File: src/rtl/core/strm_pkg.sv
// Package: shared constants and types for the sparse table range minimum block.
package strm_pkg;
  localparam int unsigned DefMaxElements = 1024;
  localparam int unsigned DefLogLevels   = 11;
  localparam int unsigned DefValueWidth  = 32;

  localparam logic OpLoad  = 1'b0;
  localparam logic OpQuery = 1'b1;

  localparam logic [1:0] StatusOk     = 2'd0;
  localparam logic [1:0] StatusRange  = 2'd1;
  localparam logic [1:0] StatusNoData = 2'd2;

  // One classified command handed from front to back.
  typedef struct packed {
    logic        op;
    logic [31:0] value;
    logic        last;
    logic [9:0]  range_low;
    logic [9:0]  range_high;
  } cmd_t;
endpackage

File: src/rtl/core/strm_front.sv
// Front end: accepts input transactions and queues them for the back end.
module strm_front import strm_pkg::*; (
  input  logic        clk_i,
  input  logic        rst_ni,
  input  logic        in_valid_i,
  output logic        in_ready_o,
  input  cmd_t        cmd_i,
  output logic        q_valid_o,
  input  logic        q_ready_i,
  output cmd_t        q_cmd_o
);
  // two-entry queue
  cmd_t       mem_q [2];
  logic       wp_q, rp_q, wp_d, rp_d;
  logic [1:0] cnt_q, cnt_d;
  logic       push, pop;

  assign in_ready_o = (cnt_q != 2'd2);
  assign q_valid_o  = (cnt_q != 2'd0);
  assign q_cmd_o    = mem_q[rp_q];
  assign push       = in_valid_i && in_ready_o;
  assign pop        = q_valid_o && q_ready_i;

  always_comb begin
    wp_d  = wp_q ^ push;
    rp_d  = rp_q ^ pop;
    cnt_d = cnt_q + {1'b0, push} - {1'b0, pop};
  end

  always_ff @(posedge clk_i or negedge rst_ni) begin
    if (!rst_ni) begin
      wp_q  <= 1'b0;
      rp_q  <= 1'b0;
      cnt_q <= 2'd0;
    end else begin
      wp_q  <= wp_d;
      rp_q  <= rp_d;
      cnt_q <= cnt_d;
    end
  end

  always_ff @(posedge clk_i) begin
    if (push) begin
      mem_q[wp_q] <= cmd_i;
    end
  end
endmodule

File: config.mk
export PLATFORM = sky130hd
export DESIGN_NAME = strm_front
export DESIGN_NICKNAME = d
export VERILOG_FILES = /design/src/rtl/core/strm_pkg.sv /design/src/rtl/core/strm_front.sv
export SDC_FILE = /design/constraint.sdc
export NUM_CORES = 1
export LEC_CHECK = 0
export BUFFER_PORTS_ARGS = -buffer_cell sky130_fd_sc_hd__buf_2
export CELL_PAD_IN_SITES_DETAIL_PLACEMENT = 1
export CELL_PAD_IN_SITES_GLOBAL_PLACEMENT = 2
export CORE_MARGIN = 2
export CORE_UTILIZATION = 38
export CTS_BUF_LIST = sky130_fd_sc_hd__clkbuf_16
export CTS_CLUSTER_DIAMETER = 80
export DETAILED_ROUTE_END_ITERATION = 8
export PLACE_DENSITY_LB_ADDON = 0.1
export SKIP_CTS_REPAIR_TIMING = 1
export SYNTH_ARGS = -nofsm -noshare
export SYNTH_HDL_FRONTEND = slang
export SYNTH_SLANG_ARGS = --single-unit
File: constraint.sdc
create_clock -name clk_i -period 3.2 [get_ports clk_i]
set_input_delay 0.16 -clock clk_i [delete_from_list [all_inputs] [get_ports clk_i]]
set_output_delay 0.16 -clock clk_i [all_outputs]
set_load 0.05 [all_outputs]
After elaboration in Yosys (flattened, before gate mapping)
Memory sizes are Yosys's and may differ from the RTL's.
Index checks and enable logic that the tools add are counted.
{ "op_classes": {"add_sub_neg": 2, "reduce_logical": 3, "n_eq_ne": 1, "n_shift": 0, "bitwise": 2, "mux": 2, "order_cmp": 0, "div_mod_pow": 0, "multipliers": 0} }
{ "ops": {"columns": ["op", "n"], "rows": [
  ["adder 2 x 1 -> 2 bit", 1],
  ["logical AND 1 bit", 2],
  ["2-to-1 mux 1 bit", 2],
  ["inequality test 2 bit, second input constant", 1],
  ["nonzero test 2 bit", 1],
  ["subtractor 2 x 1 -> 2 bit", 1],
  ["XOR 1 bit", 2]
]} }
{ "word_totals": {"ramBits": 108, "inputBits": 58, "register_bits": 4, "mem_bits_ro": 0, "wordCells": 14, "out_inout_bits": 56, "memories": 1, "latchBits": 0} }
{ "memory_table": {"columns": ["memory", "depth", "word_bits", "rd", "rd_ports_with_merged_regs", "write_ports", "line_no", "rtl"], "rows": [
  ["mem_q", 2, 54, 1, 0, 1, "strm_front.sv:13", "cmd_t mem_q [2];"]
]} }

Logic depth before layout (Yosys ltp)
Gate-level depths: netlist of the first run.
{ "depth": {"ltp_word": 4, "mapped_depth": 5, "depth_no_buf": 5} }

Worst setup path before layout of the first run
No wires, ideal clock.
{ "synth_timing": {"kind": "reg2reg", "start": "register cnt_q[0]", "end": "memory mem_q[0][0] in the netlist's numbering (enable)", "period_less_slack_ns": 2.819, "arrival_time_ns": 2.401, "setup_ns": 0.418, "setup_slack_ns": 0.381, "path_buffers": 0, "t_required_ns": 2.782, "path_stages_with_launch": 4, "path_cell_list": "dfrtp_1 > nand2b_1 > and2_1 > ha_1"} }
{ "synth_via": {"elab_chain_len": 4} }
{ "synth_rtl": {"columns": ["element", "line_no", "rtl"], "rows": [
  ["start, declared", "strm_front.sv:15", "logic [1:0] cnt_q, cnt_d;"],
  ["start signal, assigned", "strm_front.sv:38", "cnt_q <= cnt_d;"],
  ["inequality test 2 bit", "strm_front.sv:18", "assign in_ready_o = (cnt_q != 2'd2);"],
  ["via in_ready_o", "strm_front.sv:6", "output logic in_ready_o,"],
  ["logical AND 1 bit", "strm_front.sv:21", "assign push = in_valid_i && in_ready_o;"],
  ["2-to-1 mux 1 bit", "strm_front.sv:43", "if (push) begin"],
  ["2-to-1 mux 1 bit (implied by the code)", "strm_front.sv:44", "mem_q[wp_q] <= cmd_i;"],
  ["end, declared", "strm_front.sv:13", null]
]} }
The timed path passes the listed nets, and every way through them passes these cells.

==> results.cfg, run 1 <==
[status]
status = finished clean

[critical_path]
max_stage_delay_ns = 0.77
worstPathArrival_ns = 2.01
crit_required_ns = 3.04
worstPathCellList = buf_12 -> mux2_2 -> buf_2
end_kind = output pin
slowest_stage = dfrtp_2
crit_type = flop to output pin
path_buf_inv = 2
critical_path.top_delay_family = flip-flops
cp_max_fo = 32
cp-start-kind = flop

[placement]
dp.cells = 441
dp_slack_ns = 1.23
io_buffers = 113
gp_congestion = 0.692
dpl.hpwl_mm = 4.90

[logic_synthesis]
synthesis.nets = 251
avgSynthCellArea_um2 = 21.7
ys_seq_elements = 112
synth-main-ff-cell = edfxtp_1
synth_top_area_cell = edfxtp_1
yosys_warnings = 0
syn-cell-area_um2 = 4140
ys_top_cells_by_count = edfxtp_1 (108), mux2_2 (54), buf_6 (5)
yosysMostFrequentCell = edfxtp_1
syn_inst = 191
synth_top_area_share_pct = 78.3
synth_edf_count = 108
async_flop_share_pct = 3.57
yosys-top-cells-area = edfxtp_1 (78%), mux2_2 (15%), dfrtp_1 (2.4%)
ys_seq_area_share_pct = 80.7
synth_cell_types = 20

[cells_and_area]
drive_above_1_share_pct = 57.5
fin_cells = 460
synthToLayoutAreaGrowth_pct = 24.7
nNetsFinal = 375
antenna_cells = 0

[die]
ios = 114
die_h_um = 108
rows = 38
start_util_pct = 38.6
die_w_um = 108
core_region_area_um2 = 10700
die_area_um2 = 11800

[power_and_ir_drop]
switching_share_pct = 41.5
vdd_drop_max_mv = 0.433
finalPower_mw = 5.43
leakage_nw = 1.95
powerDensity_nw_per_um2 = 1050
clockPowerShare_pct = 17.6
p_switching_mw = 2.25
pwr-share-seq_pct = 39.6
intPower_mw = 3.18
p_comb_share_pct = 42.8

[sta]
finalCritPeriodShare_pct = 67.7
finalSetupTns_ns = 0
finalSetupViolCount = 0
rsz0062_at_grt = false
max_clock_freq_mhz = 462
relSlewSlack_pct = 58.8
maxSlewViolCount = 0
fin_crit_ns = 2.17
skew_ns = 0.00581
hold_viol = 0
worst_slew_pin_slew_ns = 0.619
setup_slack_ns = 1.03

[clocking]
path_clk_slew_ns = 0.07
htree_levels = 3
clk_latency_ns = 0.34
cts_tree = done
cts-root-buf = clkbuf_16
cts_made_buffers = 9
cts_buffer_depth = 2
cts_sinks = 112

[global_routing]
grt_max_degree = 36
grt_usage_pct = 13.2
antenna_found_initial = 0
grt_pass1_vias = 2240
grt_pass1_wl_mm = 11.5
grt_remaining_overflow = 0

[routing]
vias = 2127
routedWlPerCell_um = 15.9
drt_iter0_drc = 52
wirelength_mm = 7.33
drc_errors = 0
drt-vias-per-instance = 4.62
firstDrtPassIters = 4
ant_nets = 0

[hold_path]
hp-class = input port to flop

[run]
cap_viol_max_count = 0
-- registers in the layout, indices dropped and copies added (netlist names) --
signal	count
mem_q	108
cnt_q	2
rp_q	1
wp_q	1
-- power by group through the flow --
stage / combinational (mW) / sequential, mW / clock (mW)
after floorplan: 1.93 / 2.11 / 0
final: 2.32 / 2.15 / 0.954
after CTS: 2.37 / 2.16 / 0.995
after global placement: 2.36 / 2.17 / 0
after detailed placement: 2.36 / 2.19 / 0
after global routing: 2.46 / 2.19 / 1.04
-- layout by cell type, fill, tap and decap left out --
cell,count
nor2_1,2
xnor2_1,2
dfrtp_2,1
inv_1,6
o21ai_0,1
and2_1,1
clkinv_1,2
buf_2,113
or2_2,1
dlygate4sd3_1,3
ha_2,1
nand2_1,1
nor2b_1,1
dfrtp_1,3
nand2b_1,1
edfxtp_1,108
a21bo_1,1
clkinv_2,1
and3_2,1
nand3_1,1
a32oi_1,1
mux2_2,54
ha_1,1
clkbuf_16,9
a211oi_1,1
buf_12,3
-- path summary, 6_finish.rpt --
path	startpoint	to	slack, ns	cells past startpoint
min in group asynchronous	rst_ni	rp_q	0.16	2
worst min register to register	cnt_q[0]	cnt_q[0]	0.63	1
worst min-delay path	cmd_i[28]	mem_q[1][28]	0.009	1
worst max register to register	cnt_q[0]	mem_q[0][51]	1.27	4
worst max-delay path	rp_q	q_cmd_o[26]	1.03	3
max in group asynchronous	rst_ni	rp_q	2.91	2
-- metrics by stage --
step                      cell area, um^2  util [%]  hold slack (ns)
final                                5170      48.1          0.00913
after global routing                 5170      48.1          0.00123
after CTS                            5140      47.8           -0.391
after detailed placement             4890      45.5          -0.0244
after global placement               4890      45.5          -0.0230
after floorplan                      4140         -           -0.136
-- cell type report --
type                            instances  area, um^2
Clock buffer                            9         225
Clock inverter                          7        27.5
Fill cell                            1081        5580
Inverter                                2        7.51
Multi-Input combinational cell         71         733
Sequential cell                       112        3340
Tap cell                              140         175
Timing Repair Buffer                  119         656
-- layer usage --
layer	up-vias	global-route usage, %	part of all wire, %
li1	997	-	-
met1	1046	16.3	43
met2	73	21.5	49
met3	11	3.92	6.8
met4	0	6.04	1.9
met5	-	0	0
-- cells by family (layout without fill, tap and decap cells) --
group	after synthesis	count (layout)	share of synthesized area, %
muxes	54	54	14.7
and+or+nand+nor	9	9	1.15
buffers and inverters	8	137	1.72
xor gates and xnor gates	2	2	0.423
AOI/OAI and AO/OA	4	4	0.755
DFF	112	112	80.7
adders and majority gates	2	2	0.604
(Power assumes the default switching activity.)
==> inputs of run 2 (changes only) <==
--- a/config.mk
+++ b/config.mk
@@ -9,7 +9,7 @@
 export CELL_PAD_IN_SITES_DETAIL_PLACEMENT = 1
 export CELL_PAD_IN_SITES_GLOBAL_PLACEMENT = 2
 export CORE_MARGIN = 2
-export CORE_UTILIZATION = 38
+export CORE_UTILIZATION = 34
 export CTS_BUF_LIST = sky130_fd_sc_hd__clkbuf_16
 export CTS_CLUSTER_DIAMETER = 80
 export DETAILED_ROUTE_END_ITERATION = 8
==> constraint.sdc (replaced) <==
create_clock -name clk_i -period 1.81 [get_ports clk_i]
set_input_delay 0.0905 -clock clk_i [delete_from_list [all_inputs] [get_ports clk_i]]
set_output_delay 0.0905 -clock clk_i [all_outputs]
set_load 0.05 [all_outputs]
==> run 2 against run 1 <==
Via count increased by 10%. Flip-flop and latch count unchanged. Largest cell class unchanged. Global-route usage decreased by 0.51 points.
==> results.cfg, run 2 (same netlist as run 1, synthesis figures left out) <==
[status]
status = finished clean

[routing]
drt-vias-per-instance = 4.48
wirelength_mm = 8.26
drc_errors = 0
dr_wl_met2_mm = 4.24
ant_nets = 0
wl_met3_um = 331
vias = 2339
met1_length_mm = 3.56
firstDrtPassIters = 2
routedWlPerCell_um = 15.8
drt_iter0_drc = 35
top_layer = met4

[sta]
skew_ns = 0.00513
max_clock_freq_mhz = 576
finalCritPeriodShare_pct = 95.9
fin_crit_ns = 1.74
hold_viol = 0
relSlewSlack_pct = 78.8
maxSlewViolCount = 0
finalSetupViolCount = 0
worst_slew_pin_slew_ns = 0.318
setup_slack_ns = 0.0734

[hold_path]
hp-class = input port to flop
holdPathStages = 3
hp-start = q_ready_i
hold_end = rp_q

[cells_and_area]
synthToLayoutAreaGrowth_pct = 39.7
drive_above_1_share_pct = 50.7
final_common_cell = buf_2
largest_reg_flops = 108
antenna_cells = 0
fin_cells = 522
layout_common_cells = buf_2 (113), edfxtp_1 (108), dlygate4sd3_1 (55)
nNetsFinal = 430
top_regs = mem_q x108, cnt_q x2
utilization_pct = 48.4
regMostFlops = mem_q

[critical_path]
rrSetupSlack_ns = 0.28
cp-start-kind = flop
end_kind = output pin
cp_max_fo = 22
critical_path.top_delay_family = buffers and inverters
path_buf_inv = 2
startpoint = rp_q
worstPathArrival_ns = 1.65
worstPathCellList = buf_4 -> mux2_2 -> buf_2
worstRegToRegCells = 3
crit_required_ns = 1.72
r2r_end = mem_q[1][26]
max_stage_delay_ns = 0.39
crit_type = flop to output pin
slowest_stage = mux2_2
timing.rr.start = cnt_q[0]

[die]
core_region_area_um2 = 12000
die_area_um2 = 13100
die_h_um = 114
start_util_pct = 34.6
ios = 114
die_w_um = 114
rows = 40

[global_routing]
grt_pass1_wl_mm = 12.3
grt_remaining_overflow = 0
grt_pass1_vias = 2342
grt_max_degree = 34
antenna_found_initial = 0
grt_usage_pct = 12.7

[placement]
gp_congestion = 0.695
io_buffers = 113
dp_slack_ns = 0.277
dpl.hpwl_mm = 5.33
dp.cells = 451

[clocking]
cts_buffer_depth = 2
path_clk_slew_ns = 0.07
htree_levels = 3
cts_sinks = 112
cts_made_buffers = 9
clk_latency_ns = 0.34
cts-root-buf = clkbuf_16
cts_tree = done

[power_and_ir_drop]
powerDensity_nw_per_um2 = 1730
vdd_drop_max_mv = 0.655
leakage_nw = 2.19

[run]
cap_viol_max_count = 0
-- run 2: cell count changes in the layout (fill, tap and decap cells not counted) --
| cell | delta |
|---|---|
| ha_2 | -1 |
| buf_4 | +1 |
| dlygate4sd3_1 | +52 |
| ha_4 | +1 |
| nand2b_1 | -1 |
| inv_1 | -2 |
| buf_12 | +2 |
| bufinv_16 | +1 |
| clkinv_2 | +1 |
| nand2b_2 | +1 |
| and3_4 | +1 |
| and3_2 | -1 |
-- run 2: worst max-delay path by stage --
stage | end | cells past startpoint
global route | q_cmd_o[49] | 3
detailed placement | mem_q[1][14] | 3
CTS | q_cmd_o[48] | 3
floorplan | mem_q[0][0] | 3
global placement | mem_q[1][23] | 3
finish | q_cmd_o[48] | 3
-- run 2: tightest hold or removal path, stage by stage --
cell     delay (ns)
buf_2          0.14
nand2_1        0.09
xnor2_1        0.06
-- run 2: layout make-up --
cell class	instances	area, um^2
repair buffers	174	1220
clock buffers	9	225
flip-flops and latches	112	3340
well taps	147	184
multi-input cells	71	749
inverters	2	7.51
fillers	1161	6170
clock inverters	7	55.1
-- run 2: per-stage QoR --
| stage | setup TNS [ns] | power [mW] | area [um^2] | hold slack, ns |
|---|---|---|---|---|
| floorplan | 0 | 7.14 | 4160 | -0.205 |
| global placement | 0 | 8.14 | 4960 | -0.0904 |
| detailed placement | 0 | 8.18 | 4960 | -0.0899 |
| CTS | 0 | 10.1 | 5240 | -0.458 |
| global route | -0.00301 | 10.5 | 5790 | 0.0778 |
| finish | 0 | 10.0 | 5790 | 0.0716 |
-- run 2: layer usage --
metal	GRT usage, %	up-vias
li1	-	1109
met1	15.7	1159
met2	21.1	61
met3	3.18	10
met4	5.85	0
met5	0	-
-- run 2: power by group --
part           internal [mW]  leakage (nW)  total, mW  switching [mW]
combinational           1.34         0.997       4.44            3.10
sequential              3.54          1.05       3.70           0.157
clock                   1.05         0.147       1.87           0.825
==> inputs of run 3 (changes only) <==
--- a/config.mk
+++ b/config.mk
@@ -5,11 +5,12 @@
 export SDC_FILE = /design/constraint.sdc
 export NUM_CORES = 1
 export LEC_CHECK = 0
+export ABC_AREA = 1
 export BUFFER_PORTS_ARGS = -buffer_cell sky130_fd_sc_hd__buf_2
 export CELL_PAD_IN_SITES_DETAIL_PLACEMENT = 1
 export CELL_PAD_IN_SITES_GLOBAL_PLACEMENT = 2
 export CORE_MARGIN = 2
-export CORE_UTILIZATION = 34
+export CORE_UTILIZATION = 31
 export CTS_BUF_LIST = sky130_fd_sc_hd__clkbuf_16
 export CTS_CLUSTER_DIAMETER = 80
 export DETAILED_ROUTE_END_ITERATION = 8
==> run 3 against run 2 <==
Maximum frequency rose by 4.7%. Flip-flop and latch count unchanged. Sequential share of layout area fell by 0.53 points. Via count increased by 21%. Largest power group unchanged. Synthesized cell count up 64%. Critical path depth grew 1. Critical path type unchanged. Non-clock buffer count rose by 3. Routed wire length up 14%.
==> results.cfg, run 3 <==
[status]
status = finished clean

[logic_synthesis]
synth-simple-area-share_pct = 15.9
ys_seq_elements = 112
yosysMostFrequentCell = nand2_1
async_flop_share_pct = 3.57
synth-main-ff-cell = edfxtp_1
synth_cell_types = 14
avgSynthCellArea_um2 = 13.4
syn-cell-area_um2 = 4180
yosys_warnings = 0
synthMuxAreaShare_pct = 0
synth_top_area_cell = edfxtp_1
synth_top_area_share_pct = 77.5
ys_seq_area_share_pct = 79.9
synthesis.nets = 373
synth_fa_ha_area_share_pct = 0.598
yosys-top-cells-area = edfxtp_1 (78%), nand2_1 (15%), dfrtp_1 (2.4%)
synth_edf_count = 108
synth_compound_area_share_pct = 0.120
synth_top_family_by_area = simple AND/OR/NAND/NOR gates
ys_top_cells_by_count = nand2_1 (171), edfxtp_1 (108), inv_1 (9)
syn_inst = 313
synth_xor_area_share_pct = 0.209

[clocking]
htree_levels = 3
cts-root-buf = clkbuf_16
path_clk_slew_ns = 0.07
cts_buffer_depth = 2
cts_tree = done
cts_sinks = 112
cts_made_buffers = 9
clk_latency_ns = 0.35

[sta]
relSlewSlack_pct = 77.0
worst_slew_pin_slew_ns = 0.344
worst_hold_slack_ns = 0.0692
maxSlewViolCount = 0
finalCritPeriodShare_pct = 91.7
rsz0062_at_grt = false
fin_crit_ns = 1.66
max_clock_freq_mhz = 603
skew_ns = 0.00880
finalSetupViolCount = 0
hold_viol = 0

[critical_path]
worstPathArrival_ns = 1.57
path_buf_inv = 2
timing.rr.start = cnt_q[1]
worstRegToRegCells = 5
slowest_stage = dfrtp_2
rrSetupSlack_ns = 0.29
worstPathCellList = inv_8 -> nand2_1 -> nand2_1 -> buf_2
path_common_cell = nand2_1
cp_max_fo = 55
cp-start-kind = flop
critical_path.top_delay_family = buffers and inverters
max_stage_delay_ns = 0.46
r2r_end = mem_q[0][45]
crit_required_ns = 1.72
crit_type = flop to output pin
end_kind = output pin

[cells_and_area]
drive_above_1_share_pct = 28.9
top_regs = mem_q x108, cnt_q x2
regMostFlops = mem_q
antenna_cells = 0
layout_common_cells = nand2_1 (170), buf_2 (113), edfxtp_1 (108)
largest_reg_flops = 108
fillers = 1404
utilization_pct = 44.3
synthToLayoutAreaGrowth_pct = 39.7
final_common_cell = nand2_1
nNetsFinal = 550
seqCellArea_um2 = 3340
multi_input_area_um2 = 736

[power_and_ir_drop]
vdd_drop_max_mv = 0.646
powerDensity_nw_per_um2 = 1810
leakage_nw = 2.52

[global_routing]
grt_remaining_overflow = 0
grt_pass1_vias = 2702
grt_pass1_wl_mm = 13.8
grt_max_degree = 56
antenna_found_initial = 0
grt_usage_pct = 13.0

[routing]
vias = 2827
drt_iter0_drc = 78
firstDrtPassIters = 4
ant_nets = 0
drt-vias-per-instance = 4.21
drc_errors = 0
wirelength_mm = 9.41
routedWlPerCell_um = 14.0

[die]
die_w_um = 120
die_h_um = 120
die_area_um2 = 14400
core_region_area_um2 = 13200
ios = 114
start_util_pct = 31.7
rows = 42

[placement]
gp_congestion = 0.665
dpl.hpwl_mm = 5.83
io_buffers = 113

[hold_path]
hp-class = input port to asynchronous set/reset pin

[run]
cap_viol_max_count = 0
[run 3: cell count changes in the layout (fill, tap and decap cells not counted), moves of 2 or more]
cell	previous run	this run
buf_4	1	5
inv_1	4	9
mux2_2	54	0
nand2_1	1	170
nand2_4	0	2
xnor2_1	2	0
[run 3: per-stage QoR]
step | cells | setup WS, ns | TNS (ns) | area (um^2) | total power, mW
final | 671 | 0.151 | 0 | 5840 | 10.6
after global placement | 600 | 0.306 | 0 | 5030 | 8.82
after floorplan | 313 | -0.106 | -5.70 | 4220 | 7.58
after CTS | 616 | 0.00711 | 0 | 5290 | 10.7
after global routing | 671 | 0.0125 | 0 | 5840 | 11.2
after detailed placement | 600 | 0.250 | 0 | 5030 | 8.89
[run 3: cell families after synthesis]
family / Yosys count
adder cells (fa/ha/maj): 2
AO/OA/AOI/OAI: 1
flip-flops: 112
XOR/XNOR: 1
AND/OR/NAND/NOR: 176
buffers and inverters: 21
[run 3: layout make-up]
| type | count | share of cell area [%] |
|---|---|---|
| Clock inverter | 7 | 0.664 |
| Multi-Input combinational cell | 180 | 12.6 |
| Inverter | 10 | 0.771 |
| Tap cell | 176 | 3.77 |
| Timing Repair Buffer | 177 | 21.1 |
| Clock buffer | 9 | 3.85 |
| Sequential cell | 112 | 57.2 |
[run 3: how the worst max path moves through the flow]
stage	endpoint	cells after the start	startpoint
after floorplan	mem_q[1][0]	3	cnt_q[1]
final	q_cmd_o[7]	4	rp_q
after detailed placement	mem_q[0][48]	5	cnt_q[1]
after global routing	q_cmd_o[12]	4	rp_q
after CTS	q_cmd_o[0]	4	rp_q
after global placement	mem_q[0][49]	6	cnt_q[0]
[run 3: layer usage]
layer / part of all wire [%] / global-route usage (%) / wire length [um]
met5: 0 / 0 / 0
met4: 2.5 / 7.50 / 234
met3: 4.4 / 2.92 / 411
met2: 50 / 21.1 / 4680
met1: 43 / 16.0 / 4080
[run 3: worst register-to-register path, stage by stage, from the launching register on]
cell     delay [ns]
dfrtp_1        0.45
nand2_4        0.10
nand2_4        0.07
inv_1          0.10
ha_4           0.31
buf_12         0.20
[run 3: report_power, final]
group          switching (mW)  leakage, nW  internal (mW)  total [mW]
sequential              0.170         1.05           3.54        3.71
combinational            3.97         1.33           1.13        5.10
clock                   0.870        0.134          0.922        1.79
total                    5.01         2.52           5.60        10.6
